[src/hw/rtl/ifd_pkg.sv]
`default_nettype none

package ifd_pkg;

    localparam int BYTE_W    = 8;
    localparam int CFG_IDX_W = 2;
    localparam int USER_W    = 2;
    localparam int PHASE_W   = 3;
    localparam int SEQ_SHIFT = 6;

    localparam logic [CFG_IDX_W-1:0] CFG_FLAG   = 2'd0;
    localparam logic [CFG_IDX_W-1:0] CFG_ESCAPE = 2'd1;
    localparam logic [CFG_IDX_W-1:0] CFG_STUFF  = 2'd2;
    localparam logic [CFG_IDX_W-1:0] CFG_ADDR   = 2'd3;

    localparam logic [BYTE_W-1:0] RST_FLAG   = 8'd126;
    localparam logic [BYTE_W-1:0] RST_ESCAPE = 8'd125;
    localparam logic [BYTE_W-1:0] RST_STUFF  = 8'd32;
    localparam logic [BYTE_W-1:0] RST_ADDR   = 8'd3;

    typedef struct packed {
        logic [BYTE_W-1:0] data_byte;
        logic              is_end;
        logic              frame_ok;
        logic              reply_seq;
    } t_result;

endpackage

`default_nettype wire

[src/hw/rtl/info_frame_deframer.sv]
// Information-frame deframer with byte-stuffing removal.
// Slave stream (s_axis_*): one raw line byte per request in tdata.
// Master stream (m_axis_*): destuffed payload bytes in tdata; the end-of-frame
// request carries tlast = 1, tdata = 0 and tuser = {reply_seq, frame_ok}.
// Configuration: i_cfg_we writes i_cfg_data into register i_cfg_addr
// (0 flag, 1 escape, 2 stuff mask, 3 address); write only while idle.
// A byte taken into the input register is decoded into the output register.
// Throughput: one byte per cycle unless the master side stalls; the decode is
// a single pass through the phase, escape and check update between the input
// and output registers. Bytes that produce no result (those outside a frame,
// header, escape, the first body byte) raise no request on the master side.
// Reset: registers take their default values, the parser hunts for a flag,
// the expected sequence bit is zero and both stages are empty.
// Stall: while the master side is held, at most one more byte is taken into the
// input register, then s_axis_tready drops until the result is taken.
`default_nettype none

module info_frame_deframer (
    input  wire logic                           i_clk,
    input  wire logic                           i_rst_n,
    input  wire logic                           i_cfg_we,
    input  wire logic [ifd_pkg::CFG_IDX_W-1:0]  i_cfg_addr,
    input  wire logic [ifd_pkg::BYTE_W-1:0]     i_cfg_data,
    input  wire logic                           s_axis_tvalid,
    output logic                                s_axis_tready,
    input  wire logic [ifd_pkg::BYTE_W-1:0]     s_axis_tdata,  // [7:0] rx_byte
    output logic                                m_axis_tvalid,
    input  wire logic                           m_axis_tready,
    output logic [ifd_pkg::BYTE_W-1:0]          m_axis_tdata,  // [7:0] data_byte
    output logic                                m_axis_tlast,
    output logic [ifd_pkg::USER_W-1:0]          m_axis_tuser   // [0] frame_ok, [1] reply_seq
);
    import ifd_pkg::*;

    localparam logic [PHASE_W-1:0] PH_HUNT = 3'd0;
    localparam logic [PHASE_W-1:0] PH_FLAG = 3'd1;
    localparam logic [PHASE_W-1:0] PH_ADDR = 3'd2;
    localparam logic [PHASE_W-1:0] PH_CTRL = 3'd3;
    localparam logic [PHASE_W-1:0] PH_BODY = 3'd4;

    logic [BYTE_W-1:0]  r_flag, r_escape, r_stuff, r_addr;

    logic               r_in_valid;
    logic [BYTE_W-1:0]  r_in_byte;

    logic [PHASE_W-1:0] r_phase, n_phase;
    logic               r_exp_seq, n_exp_seq;
    logic               r_esc_seen, n_esc_seen;
    logic [BYTE_W-1:0]  r_check, n_check;
    logic [BYTE_W-1:0]  r_held, n_held;
    logic               r_held_valid, n_held_valid;
    logic               r_body_nz, n_body_nz;

    logic               r_out_valid;
    t_result            r_out;
    t_result            n_out;
    logic               emit;

    logic               advance;
    logic [BYTE_W-1:0]  ctrl;
    logic [BYTE_W-1:0]  d;
    logic               ok;

    assign advance       = r_in_valid && (!r_out_valid || m_axis_tready);
    assign s_axis_tready = !r_in_valid || advance;
    assign ctrl          = BYTE_W'(r_exp_seq) << SEQ_SHIFT;

    always_comb begin
        n_phase      = r_phase;
        n_exp_seq    = r_exp_seq;
        n_esc_seen   = r_esc_seen;
        n_check      = r_check;
        n_held       = r_held;
        n_held_valid = r_held_valid;
        n_body_nz    = r_body_nz;
        n_out        = '0;
        emit         = 1'b0;
        d            = r_in_byte;
        ok           = r_body_nz && !r_esc_seen && (r_check == '0);
        case (r_phase)
            PH_HUNT: begin
                if (r_in_byte == r_flag) begin
                    n_phase = PH_FLAG;
                end
            end
            PH_FLAG: begin
                if (r_in_byte == r_addr) begin
                    n_phase = PH_ADDR;
                end else if (r_in_byte != r_flag) begin
                    n_phase = PH_HUNT;
                end
            end
            PH_ADDR: begin
                if (r_in_byte == ctrl) begin
                    n_phase = PH_CTRL;
                end else begin
                    n_phase = (r_in_byte == r_flag) ? PH_FLAG : PH_HUNT;
                end
            end
            PH_CTRL: begin
                if (r_in_byte == (r_addr ^ ctrl)) begin
                    n_phase      = PH_BODY;
                    n_esc_seen   = 1'b0;
                    n_check      = '0;
                    n_held       = '0;
                    n_held_valid = 1'b0;
                    n_body_nz    = 1'b0;
                end else begin
                    n_phase = (r_in_byte == r_flag) ? PH_FLAG : PH_HUNT;
                end
            end
            PH_BODY: begin
                if (r_in_byte == r_flag) begin
                    emit            = 1'b1;
                    n_out.is_end    = 1'b1;
                    n_out.frame_ok  = ok;
                    n_out.reply_seq = ~r_exp_seq;
                    if (ok) begin
                        n_exp_seq = ~r_exp_seq;
                    end
                    n_phase      = PH_HUNT;
                    n_esc_seen   = 1'b0;
                    n_check      = '0;
                    n_held       = '0;
                    n_held_valid = 1'b0;
                    n_body_nz    = 1'b0;
                end else if (!r_esc_seen && (r_in_byte == r_escape)) begin
                    n_esc_seen = 1'b1;
                end else begin
                    d               = r_esc_seen ? (r_in_byte ^ r_stuff) : r_in_byte;
                    n_esc_seen      = 1'b0;
                    emit            = r_held_valid;
                    n_out.data_byte = r_held;
                    n_held          = d;
                    n_held_valid    = 1'b1;
                    n_body_nz       = 1'b1;
                    n_check         = r_check ^ d;
                end
            end
            default: begin
                n_phase = PH_HUNT;
            end
        endcase
    end

    always_ff @(posedge i_clk) begin
        if (!i_rst_n) begin
            r_flag   <= RST_FLAG;
            r_escape <= RST_ESCAPE;
            r_stuff  <= RST_STUFF;
            r_addr   <= RST_ADDR;
        end else if (i_cfg_we) begin
            case (i_cfg_addr)
                CFG_FLAG:   r_flag   <= i_cfg_data;
                CFG_ESCAPE: r_escape <= i_cfg_data;
                CFG_STUFF:  r_stuff  <= i_cfg_data;
                CFG_ADDR:   r_addr   <= i_cfg_data;
                default: begin
                end
            endcase
        end
    end

    always_ff @(posedge i_clk) begin
        if (s_axis_tvalid && s_axis_tready) begin
            r_in_byte <= s_axis_tdata;
        end
        if (advance) begin
            r_out <= n_out;
        end
    end

    always_ff @(posedge i_clk) begin
        if (!i_rst_n) begin
            r_in_valid   <= 1'b0;
            r_out_valid  <= 1'b0;
            r_phase      <= PH_HUNT;
            r_exp_seq    <= 1'b0;
            r_esc_seen   <= 1'b0;
            r_check      <= '0;
            r_held       <= '0;
            r_held_valid <= 1'b0;
            r_body_nz    <= 1'b0;
        end else begin
            if (s_axis_tready) begin
                r_in_valid <= s_axis_tvalid;
            end
            if (advance) begin
                r_out_valid  <= emit;
                r_phase      <= n_phase;
                r_exp_seq    <= n_exp_seq;
                r_esc_seen   <= n_esc_seen;
                r_check      <= n_check;
                r_held       <= n_held;
                r_held_valid <= n_held_valid;
                r_body_nz    <= n_body_nz;
            end else if (m_axis_tready) begin
                r_out_valid <= 1'b0;
            end
        end
    end

    assign m_axis_tvalid = r_out_valid;
    assign m_axis_tdata  = r_out.data_byte;
    assign m_axis_tlast  = r_out.is_end;
    assign m_axis_tuser  = {r_out.reply_seq, r_out.frame_ok};

`ifndef SYNTHESIS
    a_end_clears: assert property (@(posedge i_clk) disable iff (!i_rst_n)
        (advance && emit && n_out.is_end) |=> (r_phase == PH_HUNT && !r_held_valid))
        else $error("end of frame did not return to hunt");

    a_end_no_data: assert property (@(posedge i_clk) disable iff (!i_rst_n)
        (m_axis_tvalid && m_axis_tlast) |-> (m_axis_tdata == '0))
        else $error("end-of-frame request carries data");

    a_data_no_user: assert property (@(posedge i_clk) disable iff (!i_rst_n)
        (m_axis_tvalid && !m_axis_tlast) |-> (m_axis_tuser == '0))
        else $error("data request carries status");

    a_esc_in_body: assert property (@(posedge i_clk) disable iff (!i_rst_n)
        r_esc_seen |-> (r_phase == PH_BODY))
        else $error("escape pending outside body");

    a_held_counts: assert property (@(posedge i_clk) disable iff (!i_rst_n)
        r_held_valid |-> r_body_nz)
        else $error("held byte without body count");

    a_seq_toggle: assert property (@(posedge i_clk) disable iff (!i_rst_n)
        (r_exp_seq != $past(r_exp_seq)) |-> $past(advance && emit && n_out.frame_ok))
        else $error("sequence bit changed without a good frame");
`endif

endmodule

`default_nettype wire

[config.mk]
export PLATFORM = sky130hd
export DESIGN_NAME = info_frame_deframer
export DESIGN_NICKNAME = d
export VERILOG_FILES = /design/src/hw/rtl/ifd_pkg.sv /design/src/hw/rtl/info_frame_deframer.sv
export SDC_FILE = /design/constraint.sdc
export NUM_CORES = 1
export LEC_CHECK = 0
export BUFFER_PORTS_ARGS = -buffer_cell sky130_fd_sc_hd__buf_2
export CAP_MARGIN = 20
export CORE_MARGIN = 4
export CORE_UTILIZATION = 45
export CTS_CLUSTER_SIZE = 16
export DETAILED_ROUTE_END_ITERATION = 8
export GPL_ROUTABILITY_DRIVEN = 0
export PLACE_DENSITY = 0.6
export SLEW_MARGIN = 20
export SYNTH_ARGS = -nofsm -noshare
export SYNTH_HDL_FRONTEND = slang
export SYNTH_SLANG_ARGS = --single-unit
[constraint.sdc]
create_clock -name i_clk -period 2.65 [get_ports i_clk]
set_input_delay 0.53 -clock i_clk [delete_from_list [all_inputs] [get_ports i_clk]]
set_output_delay 0.53 -clock i_clk [all_outputs]
set_load 0.05 [all_outputs]
==> impl_results.md, run 1 <==
* Run status: finished clean
* WP data required at 2.90 ns
* GRT Residual Overflow at 0
* P per Cell Area at 588 nW/um^2
* Layout Utilization at 0.517
* # setup viols final at 0
* Seq/Total Area, Yosys at 0.500
* Critical R2R Launch: r_in_byte[7]$_DFFE_PP_
* Rows at 31
* Avg Inst Size Synth at 9.37 sq um
* WHS Endpoint: r_in_byte[5]$_DFFE_PP_
* Pins Over Slew Limit at 0
* Post-CTS sizing at 0
* Max-slew headroom at 0.606
* Clock power share at 0.362
* Pin count of the biggest net entering global routing at 41
* Share of the synthesized area in the top cell type at 0.331
* Clk slew on worst S/H paths at 0.08 ns
* Routed wire length at 7400 um
* Clock skew at 0.00668 ns
* Warnings, synthesis at 0
* Max-Cap Viols at 0
* RSZ-0062 raised after global routing: false
* Number of diodes at 0
* Reg power frac at 0.561
* CTS tree: done
* CP Launch Type: flip-flop
* Syn Nets at 384
* Vias in the first global route at 2351
* Setup WS pre-CTS at 0.348 ns
* Switching Share at 0.259
* Die area at 8970 sq um
* Final Cycle Share at 0.876
* Die X at 94.7 um
* Global-route usage over all layers at 0.178
* Worst hold-check path type: in2reg
* Hold path start: s_axis_tdata[5]
* CP endpoint kind: flip-flop
* Worst-margin pin slew at 0.589 ns
* Final Hold Fails at 0
* HPWL Detailed at 5360 um
* Post-cts hold buffer count at 0
* Core area at 7290 sq um
* Starting Density at 0.464
* Worst skew pair latency at 0.35 ns
* Average vias per placed instance at 5.09
* Internal at 1640 uW
* Starting DRT DRC Count at 153
* Final Critical Period at 2.32 ns
* Clk sinks at 75
* Final Worst Setup Slack at 0.328 ns
* Clock Tree Root: clkbuf_8
* Layout cell share with drive strength beyond 1 at 0.182
* Distinct cells, synth at 44
* Ys async rst share at 0
* Clock buffer count from CTS at 9
* Drt wl/cell at 15.0 um
* Syn Inst Count at 361
* FF-to-FF End: r_check[1]$_SDFFE_PN0P_
* Cell taking the most area after synthesis: dfxtp_1
* Reg2reg path depth at 6
* Via count at 2516
* DRT antenna net count at 0
* H-tree levels at 3
* Fmax at 431 MHz
* Pleak at 0.00150 uW
* WP data arrival at 2.57 ns
* 1st-pass router iterations at 4
* Postcts setup bufs at 0
* Die Y at 94.7 um
* Initial antenna violation count at 0
* Syn Std Cell Area at 3380 sq um
* Worst-case vdd ir drop at 0.000262 V
* EDFF count, synth at 19
* R2r setup slk at 0.33 ns
* First-pass GRT wire length at 11900 um
* Psw at 575 uW
* Worst-path fanout max at 25
* Setup TNS at 0 ns
* Area growth syn-to-layout at 11.5%
* Fill count at 728
* Comb power frac at 0.077
* Hold Path Depth at 1
* Crit Path Category: reg2reg
* Residual DRC at 0
* PortBufs at 35
* Synth Flop Type: dfxtp_1
* I/O pin cnt at 36
* Synth top area cells: dfxtp_1, edfxtp_1, nand2_1, xor2_1, a21boi_0
* Synth Register Bits at 75
* Fin nets at 413
* Clk buf depth at 2
[synthesized netlist by cell type, drive strengths merged (4+ instances only)]
cell,instances
a21boi,17
nand3,19
nor4,6
edfxtp,19
xnor2,9
o21a,4
a21oi,4
nand4,4
nor2,16
buf,8
dfxtp,56
clkbuf,13
o2bb2ai,8
and2,11
nor3,10
nand2,91
xor2,25
a211o,9
nor2b,5
[cells by family after synthesis]
logic type / synth area share
compound gates: 0.121
xor+xnor: 0.0925
buf+inv: 0.0370
flops: 0.500
mux: 0.00296
simple gates: 0.247
[worst max-delay path, cell delays in order (launching register included)]
cell	delay, ns
edfxtp_1	0.52
xor2_1	0.19
nor4_1	0.42
and3_1	0.26
a211o_2	0.40
nor3_1	0.10
a211o_2	0.31
[metal layers]
layer  vias to the layer above  routed length, um  part of all wire  GRT usage
li1                       1282                  -                 -          -
met1                      1151               3340              0.45      0.230
met2                        69               3440              0.47      0.278
met3                        14                434             0.059     0.0454
met4                         0                182             0.025     0.0877
met5                         -                  0                 0          0
[cells in the final DEF (no fill, tap or decap), types with 5 or more instances in the layout]
cell       instances
dfxtp_1           56
nor4_1             5
nor3_1             9
nor2b_1            5
nor2_1            16
a211o_2            8
clkbuf_8          10
and2_1            10
xor2_1            24
nand2_1           91
nand3_1           19
buf_2             35
xnor2_1            8
o2bb2ai_1          8
a21boi_0          17
edfxtp_1          19
[through the flow]
step                power [uW]  cell area (sq um)  std cells  hold slack (ns)
floorplan                 1390               3380        361            0.424
global placement          1440               3590        478            0.439
detailed placement        1440               3590        478            0.443
CTS                       2250               3770        494            0.334
global route              2320               3770        494            0.333
finish                    2220               3770        494            0.349
[power groups by stage]
stage	combinational [uW]	sequential, uW	clock, uW
final	171	1240	802
after floorplan	141	1250	0
after CTS	173	1240	830
after detailed placement	172	1270	0
after global routing	191	1250	876
after global placement	169	1270	0
[layout make-up]
type	count	area, sq um	share of cell area
Clock inverter	5	37.5	0.00995
Inverter	2	7.51	0.00199
Timing Repair Buffer	39	205	0.0544
Sequential cell	75	1690	0.448
Tap cell	99	124	0.0328
Clock buffer	11	141	0.0375
Multi-Input combinational cell	263	1570	0.415
[flip-flops by register name, summed over array words and instances (netlist names), 2 cells and up]
name / count
r_stuff: 8
r_phase: 3
m_axis_tuser: 2
r_addr: 8
r_escape: 8
r_in_byte: 8
r_check: 8
r_flag: 8
m_axis_tdata: 8
r_held: 8
[how the worst max path moves through the flow]
| stage | from | slack (ns) | endpoint |
|---|---|---|---|
| 2_1_floorplan | r_in_byte[7]$_DFFE_PP_ | 0.61 | r_check[7]$_SDFFE_PN0P_ |
| 3_3_place_gp | r_in_byte[6]$_DFFE_PP_ | 0.42 | r_check[3]$_SDFFE_PN0P_ |
| 3_5_place_dp | r_in_byte[7]$_DFFE_PP_ | 0.35 | r_check[1]$_SDFFE_PN0P_ |
| 4_1_cts | r_in_byte[7]$_DFFE_PP_ | 0.33 | r_check[1]$_SDFFE_PN0P_ |
| 5_1_grt | r_in_byte[6]$_DFFE_PP_ | 0.14 | r_check[1]$_SDFFE_PN0P_ |
| 6_report | r_in_byte[7]$_DFFE_PP_ | 0.33 | r_check[1]$_SDFFE_PN0P_ |
Power figures use the tool's default switching activity.
==> run 2, diff against run 1 <==
--- a/config.mk
+++ b/config.mk
@@ -13,6 +13,7 @@
 export DETAILED_ROUTE_END_ITERATION = 8
 export GPL_ROUTABILITY_DRIVEN = 0
 export PLACE_DENSITY = 0.6
+export SETUP_SLACK_MARGIN = 0.5
 export SLEW_MARGIN = 20
 export SYNTH_ARGS = -nofsm -noshare
 export SYNTH_HDL_FRONTEND = slang
==> constraint.sdc (replaced) <==
create_clock -name i_clk -period 2.5 [get_ports i_clk]
set_input_delay 0.5 -clock i_clk [delete_from_list [all_inputs] [get_ports i_clk]]
set_output_delay 0.5 -clock i_clk [all_outputs]
set_load 0.05 [all_outputs]
==> impl_results.md, run 2 (synthesis gave the netlist of run 1 again) <==
* Commonest cells after routing, fill and taps aside: nand2_1, dfxtp_1, buf_2 (unchanged)
* Rows at 31 (unchanged)
* Number of diodes at 0 (unchanged)
* Initial antenna violation count at 0 (unchanged)
* WP data required at 2.75 ns (was 2.90 ns)
* I/O pin cnt at 36 (unchanged)
* DRT antenna net count at 0 (unchanged)
* Setup TNS at 0 ns (unchanged)
* Average vias per placed instance at 5.20 (was 5.09)
* Starting Density at 0.464 (unchanged)
* Via count at 2710 (was 2516)
* Global-route usage over all layers at 0.178 (about the same)
* HPWL Detailed at 5220 um (was 5360 um)
* Die X at 94.7 um (unchanged)
* Die Y at 94.7 um (unchanged)
* Crit Path Category: reg2reg (unchanged)
* Pins Over Slew Limit at 0 (unchanged)
* Clk sinks at 75 (unchanged)
* GRT Residual Overflow at 0 (unchanged)
* Pleak at 0.00168 uW (was 0.00150 uW)
* Setup crit start: r_in_byte[6]$_DFFE_PP_ (was r_in_byte[7]$_DFFE_PP_)
* PortBufs at 35 (unchanged)
* CP endpoint kind: flip-flop (unchanged)
* Worst-path fanout max at 6 (was 25)
* Clock skew at 0.0117 ns (was 0.00668 ns)
* Commonest non-fill, non-tap cell in the layout: nand2_1 (unchanged)
* Residual DRC at 0 (unchanged)
* WP data arrival at 2.32 ns (was 2.57 ns)
* CTS tree: done (unchanged)
* H-tree levels at 3 (unchanged)
* Worst hold-check path type: in2reg (unchanged)
* 1st-pass router iterations at 5 (was 4)
* First-pass GRT wire length at 12100 um (was 11900 um)
* Layout cell share with drive strength beyond 1 at 0.282 (was 0.182)
* Clock Tree Root: clkbuf_8 (unchanged)
* Clk buf depth at 2 (unchanged)
* Pin count of the biggest net entering global routing at 41 (unchanged)
* Critical R2R Launch: r_in_byte[6]$_DFFE_PP_ (was r_in_byte[7]$_DFFE_PP_)
* Die area at 8970 sq um (unchanged)
* Worst skew pair latency at 0.35 ns (about the same)
* P per Cell Area at 586 nW/um^2 (was 588 nW/um^2)
* Max-Cap Viols at 0 (unchanged)
* Starting DRT DRC Count at 93 (was 153)
* Final Cycle Share at 0.830 (was 0.876)
* Vias in the first global route at 2402 (was 2351)
* Core area at 7290 sq um (unchanged)
* Clock buffer count from CTS at 9 (unchanged)
* RSZ-0062 raised after global routing: true (was false)
* # setup viols final at 0 (unchanged)
* Post-cts hold buffer count at 0 (unchanged)
* Fin nets at 440 (was 413)
* Worst-margin pin slew at 0.554 ns (was 0.589 ns)
* Area growth syn-to-layout at 22.8% (was 11.5%)
* Max-slew headroom at 0.629 (was 0.606)
* Run status: finished clean (unchanged)
* Drt wl/cell at 15.5 um (was 15.0 um)
* Hold path start: s_axis_tdata[0] (was s_axis_tdata[5])
* CP Launch Type: flip-flop (unchanged)
* Final Critical Period at 2.07 ns (was 2.32 ns)
* Worst hold slack at 0.318 ns (was 0.349 ns)
* Worst-case vdd ir drop at 0.000347 V (was 0.000262 V)
* Final Hold Fails at 0 (unchanged)
* Fmax at 482 MHz (was 431 MHz)
* Clk slew on worst S/H paths at 0.09 ns (was 0.08 ns)
* Layout Utilization at 0.570 (was 0.517)
* Routed wire length at 8090 um (was 7400 um)
[run 2: changes by cell type in the layout (fill, tap and decap cells not counted), sizes merged]
cell	previous run	this run
and2	11	12
buf	39	63
clkinvlp	2	1
a211o	9	11
clkinv	2	3
inv	3	5
clkbuf	11	9
[run 2: what timing repair did]
| item | 4_1_cts | 5_1_grt |
|---|---|---|
| gates resized for setup | 9 | 21 |
| pin swaps | 11 | 10 |
| endpoints found under the setup margin | 26 | 19 |
| setup buffers | 14 | 8 |
| gates cloned | 2 | 2 |
[run 2: power by group]
part           internal [uW]  switching, uW  total (uW)
combinational            108            143         252
sequential              1280           33.0        1310
clock                    379            495         874
total                   1760            671        2430
[run 2: worst max-delay path, cell delays in order, from the launching register on]
cell and delay (ns):
edfxtp_1 0.55, xor2_1 0.25, nor4_4 0.29, and3_4 0.25, buf_4 0.13, a211o_4 0.19, nor2_1 0.06, a211o_2 0.25
[run 2: stage by stage]
step	cell area [sq um]	std cells	setup WS [ns]	total power, uW
global placement	3610	479	0.204	1530
floorplan	3400	361	0.465	1470
global route	4150	521	0.340	2530
detailed placement	3610	479	0.178	1530
CTS	3950	511	0.423	2430
finish	4150	521	0.426	2430
[run 2: layout make-up]
| cell class | instances | area, sq um |
|---|---|---|
| fill | 670 | 3140 |
| multi-input combinational | 266 | 1750 |
| sequential | 75 | 1690 |
| timing repair buffer | 63 | 400 |
| clock buffer | 9 | 124 |
| tap | 99 | 124 |
| clock inverter | 7 | 61.3 |
| inverter | 2 | 7.51 |
[run 2: routing by layer]
layer / vias to the layer above / wire length [um] / GRT usage
li1: 1352 / - / -
met1: 1252 / 3470 / 0.238
met2: 91 / 3930 / 0.286
met3: 15 / 504 / 0.0327
met4: 0 / 188 / 0.0697
met5: - / 0 / 0
[run 2: path summary, 6_finish.rpt]
path,slack (ns),to,depth (start not counted)
setup / recovery,0.43,r_check[0]$_SDFFE_PN0P_,7
hold / removal,0.32,r_in_byte[0]$_DFFE_PP_,1
setup reg to reg,0.43,r_check[0]$_SDFFE_PN0P_,7
hold reg to reg,0.47,r_stuff[7]$_SDFFE_PN0P_,2
==> run 3, diff against run 2 <==
==> constraint.sdc (replaced) <==
create_clock -name i_clk -period 2.15 [get_ports i_clk]
set_input_delay 0.43 -clock i_clk [delete_from_list [all_inputs] [get_ports i_clk]]
set_output_delay 0.43 -clock i_clk [all_outputs]
set_load 0.05 [all_outputs]
==> impl_results.md, run 3 (synthesis gave the netlist of run 1 again) <==
* Final Hold Fails at 0 (unchanged)
* Clk slew on worst S/H paths at 0.08 ns (was 0.09 ns)
* 1st-pass router iterations at 4 (was 5)
* Critical path's slowest cell: edfxtp_1 (unchanged)
* Fin nets at 438 (was 440)
* Starting Density at 0.464 (unchanged)
* Max-slew headroom at 0.622 (was 0.629)
* HPWL Detailed at 5570 um (was 5220 um)
* P per Cell Area at 717 nW/um^2 (was 586 nW/um^2)
* Inst Count DP at 491 (was 479)
* H-tree levels at 3 (unchanged)
* Fmax at 485 MHz (was 482 MHz)
* GRT Residual Overflow at 0 (unchanged)
* Clock skew at 0.0175 ns (was 0.0117 ns)
* Reg power frac at 0.526 (was 0.538)
* Worst path max stage delay at 0.46 ns (was 0.55 ns)
* Run status: finished clean (unchanged)
* Final Critical Period at 2.06 ns (was 2.07 ns)
* Fill count at 728 (was 670)
* Rows at 31 (unchanged)
* Area growth syn-to-layout at 19.5% (was 22.8%)
* Pins Over Slew Limit at 0 (unchanged)
* Initial antenna violation count at 0 (unchanged)
* Reg2reg path depth at 6 (was 7)
* Pleak at 0.00166 uW (was 0.00168 uW)
* Worst-case vdd ir drop at 0.000325 V (was 0.000347 V)
* Internal at 2150 uW (was 1760 uW)
* WP data required at 2.40 ns (was 2.75 ns)
* Residual DRC at 0 (unchanged)
* Layout cell share with drive strength beyond 1 at 0.255 (was 0.282)
* Die X at 94.7 um (unchanged)
* Max-Cap Viols at 0 (unchanged)
* WP data arrival at 2.31 ns (was 2.32 ns)
* Worst-path fanout max at 10 (was 6)
* Number of diodes at 0 (unchanged)
* Die area at 8970 sq um (unchanged)
* Crit-path cells: xor2_2 > nor4_4 > nand4_2 > o21a_1 > and2_4 > a211o_2 (was xor2_1 > nor4_4 > and3_4 > buf_4 > a211o_4 > nor2_1 > a211o_2)
* Average vias per placed instance at 5.05 (was 5.20)
* Starting DRT DRC Count at 100 (was 93)
* Worst hold-check path type: in2reg (unchanged)
* Pin count of the biggest net entering global routing at 38 (was 41)
* Worst-margin pin slew at 0.564 ns (was 0.554 ns)
* Via count at 2620 (was 2710)
* RSZ-0062 raised after global routing: true (unchanged)
* Hold Path Depth at 1 (unchanged)
* First-pass GRT wire length at 12500 um (was 12100 um)
* Psw at 751 uW (was 671 uW)
* Crit Path Category: reg2reg (unchanged)
* Final non-filler cell total at 519 (was 521)
* Overall power at 2900 uW (was 2430 uW)
* Clk sinks at 75 (unchanged)
* Core area at 7290 sq um (unchanged)
* Clock buffer count from CTS at 9 (unchanged)
* CP endpoint kind: flip-flop (unchanged)
* Worst skew pair latency at 0.37 ns (was 0.35 ns)
* I/O pin cnt at 36 (unchanged)
* Routed wire length at 7750 um (was 8090 um)
* Clock Tree Root: clkbuf_8 (unchanged)
* Drt wl/cell at 14.9 um (was 15.5 um)
* Clock power share at 0.382 (was 0.359)
* # setup viols final at 0 (unchanged)
* Commonest cells after routing, fill and taps aside: nand2_1, dfxtp_1, buf_2 (unchanged)
* CTS tree: done (unchanged)
* Vias in the first global route at 2506 (was 2402)
* Die Y at 94.7 um (unchanged)
* Global-route usage over all layers at 0.185 (was 0.178)
* DRT antenna net count at 0 (unchanged)
* Final Cycle Share at 0.958 (was 0.830)
* PortBufs at 35 (unchanged)
* Commonest non-fill, non-tap cell in the layout: nand2_1 (unchanged)
* Clk buf depth at 2 (unchanged)
* CP Launch Type: flip-flop (unchanged)
* Switching Share at 0.259 (was 0.276)
* Comb power frac at 0.092 (was 0.103)
[run 3: cell count changes in the layout (fill, tap and decap cells not counted), sizes merged]
cell / previous run / this run
and2: 12 / 11
inv: 5 / 4
clkinvlp: 1 / 0
a211o: 11 / 10
clkinv: 3 / 4
bufinv: 0 / 1
[run 3: per-stage QoR]
stage | utilization | TNS, ns | hold WS [ns] | area [sq um] | worst slack, ns
2_1_floorplan | - | 0 | 0.424 | 3420 | 0.115
3_3_place_gp | 0.509 | 0 | 0.442 | 3710 | 0.0139
3_5_place_dp | 0.509 | -0.118 | 0.442 | 3710 | -0.0234
4_1_cts | 0.545 | 0 | 0.230 | 3970 | 0.108
5_1_grt | 0.554 | -0.124 | 0.225 | 4040 | -0.0250
6_report | 0.554 | 0 | 0.239 | 4040 | 0.0898
[run 3: final timing paths]
check,startpoint,to,slack [ns]
max reg2reg,r_in_byte[1]$_DFFE_PP_,r_check[4]$_SDFFE_PN0P_,0.09
max,r_in_byte[1]$_DFFE_PP_,r_check[4]$_SDFFE_PN0P_,0.09
min,s_axis_tdata[3],r_in_byte[3]$_DFFE_PP_,0.24
min reg2reg,r_held[6]$_SDFFE_PN0P_,r_held[6]$_SDFFE_PN0P_,0.46
[run 3: repair_timing]
item / CTS / global route
setup endpoints to repair: 32 / 35
gates cloned: 0 / 1
pin swaps: 3 / 6
setup buffers: 6 / 5
hold buffers: 0 / 0
hold endpoints to repair: 0 / 0
resized for setup: 4 / 5
[run 3: power by group through the flow]
stage               clock (uW)  combinational, uW  sequential (uW)
finish                    1110                267             1520
global route              1190                297             1530
CTS                       1120                253             1530
detailed placement           0                240             1560
global placement             0                238             1560
floorplan                    0                178             1540
[run 3: metal layers]
layer	GRT usage	wire length, um	vias up
li1	-	-	1332
met1	0.239	3640	1216
met2	0.289	3550	55
met3	0.0398	299	17
met4	0.0998	257	0
met5	0	0	-
[run 3: final cells by class]
cell class	instances	area [sq um]	area share
sequential	75	1690	0.419
tap	99	124	0.0307
clock buffer	9	124	0.0307
inverter	2	7.51	0.00186
clock inverter	7	75.1	0.0186
timing repair buffer	63	389	0.0963
multi-input combinational	264	1630	0.403
[run 3: critical path: cells and delay by family (launching register included)]
family                    cells  cell delay (ns)
and+or+nand+nor               3             0.72
AOI/OAI and AO/OA             2             0.56
DFF                           1             0.46
xor gates and xnor gates      1             0.19
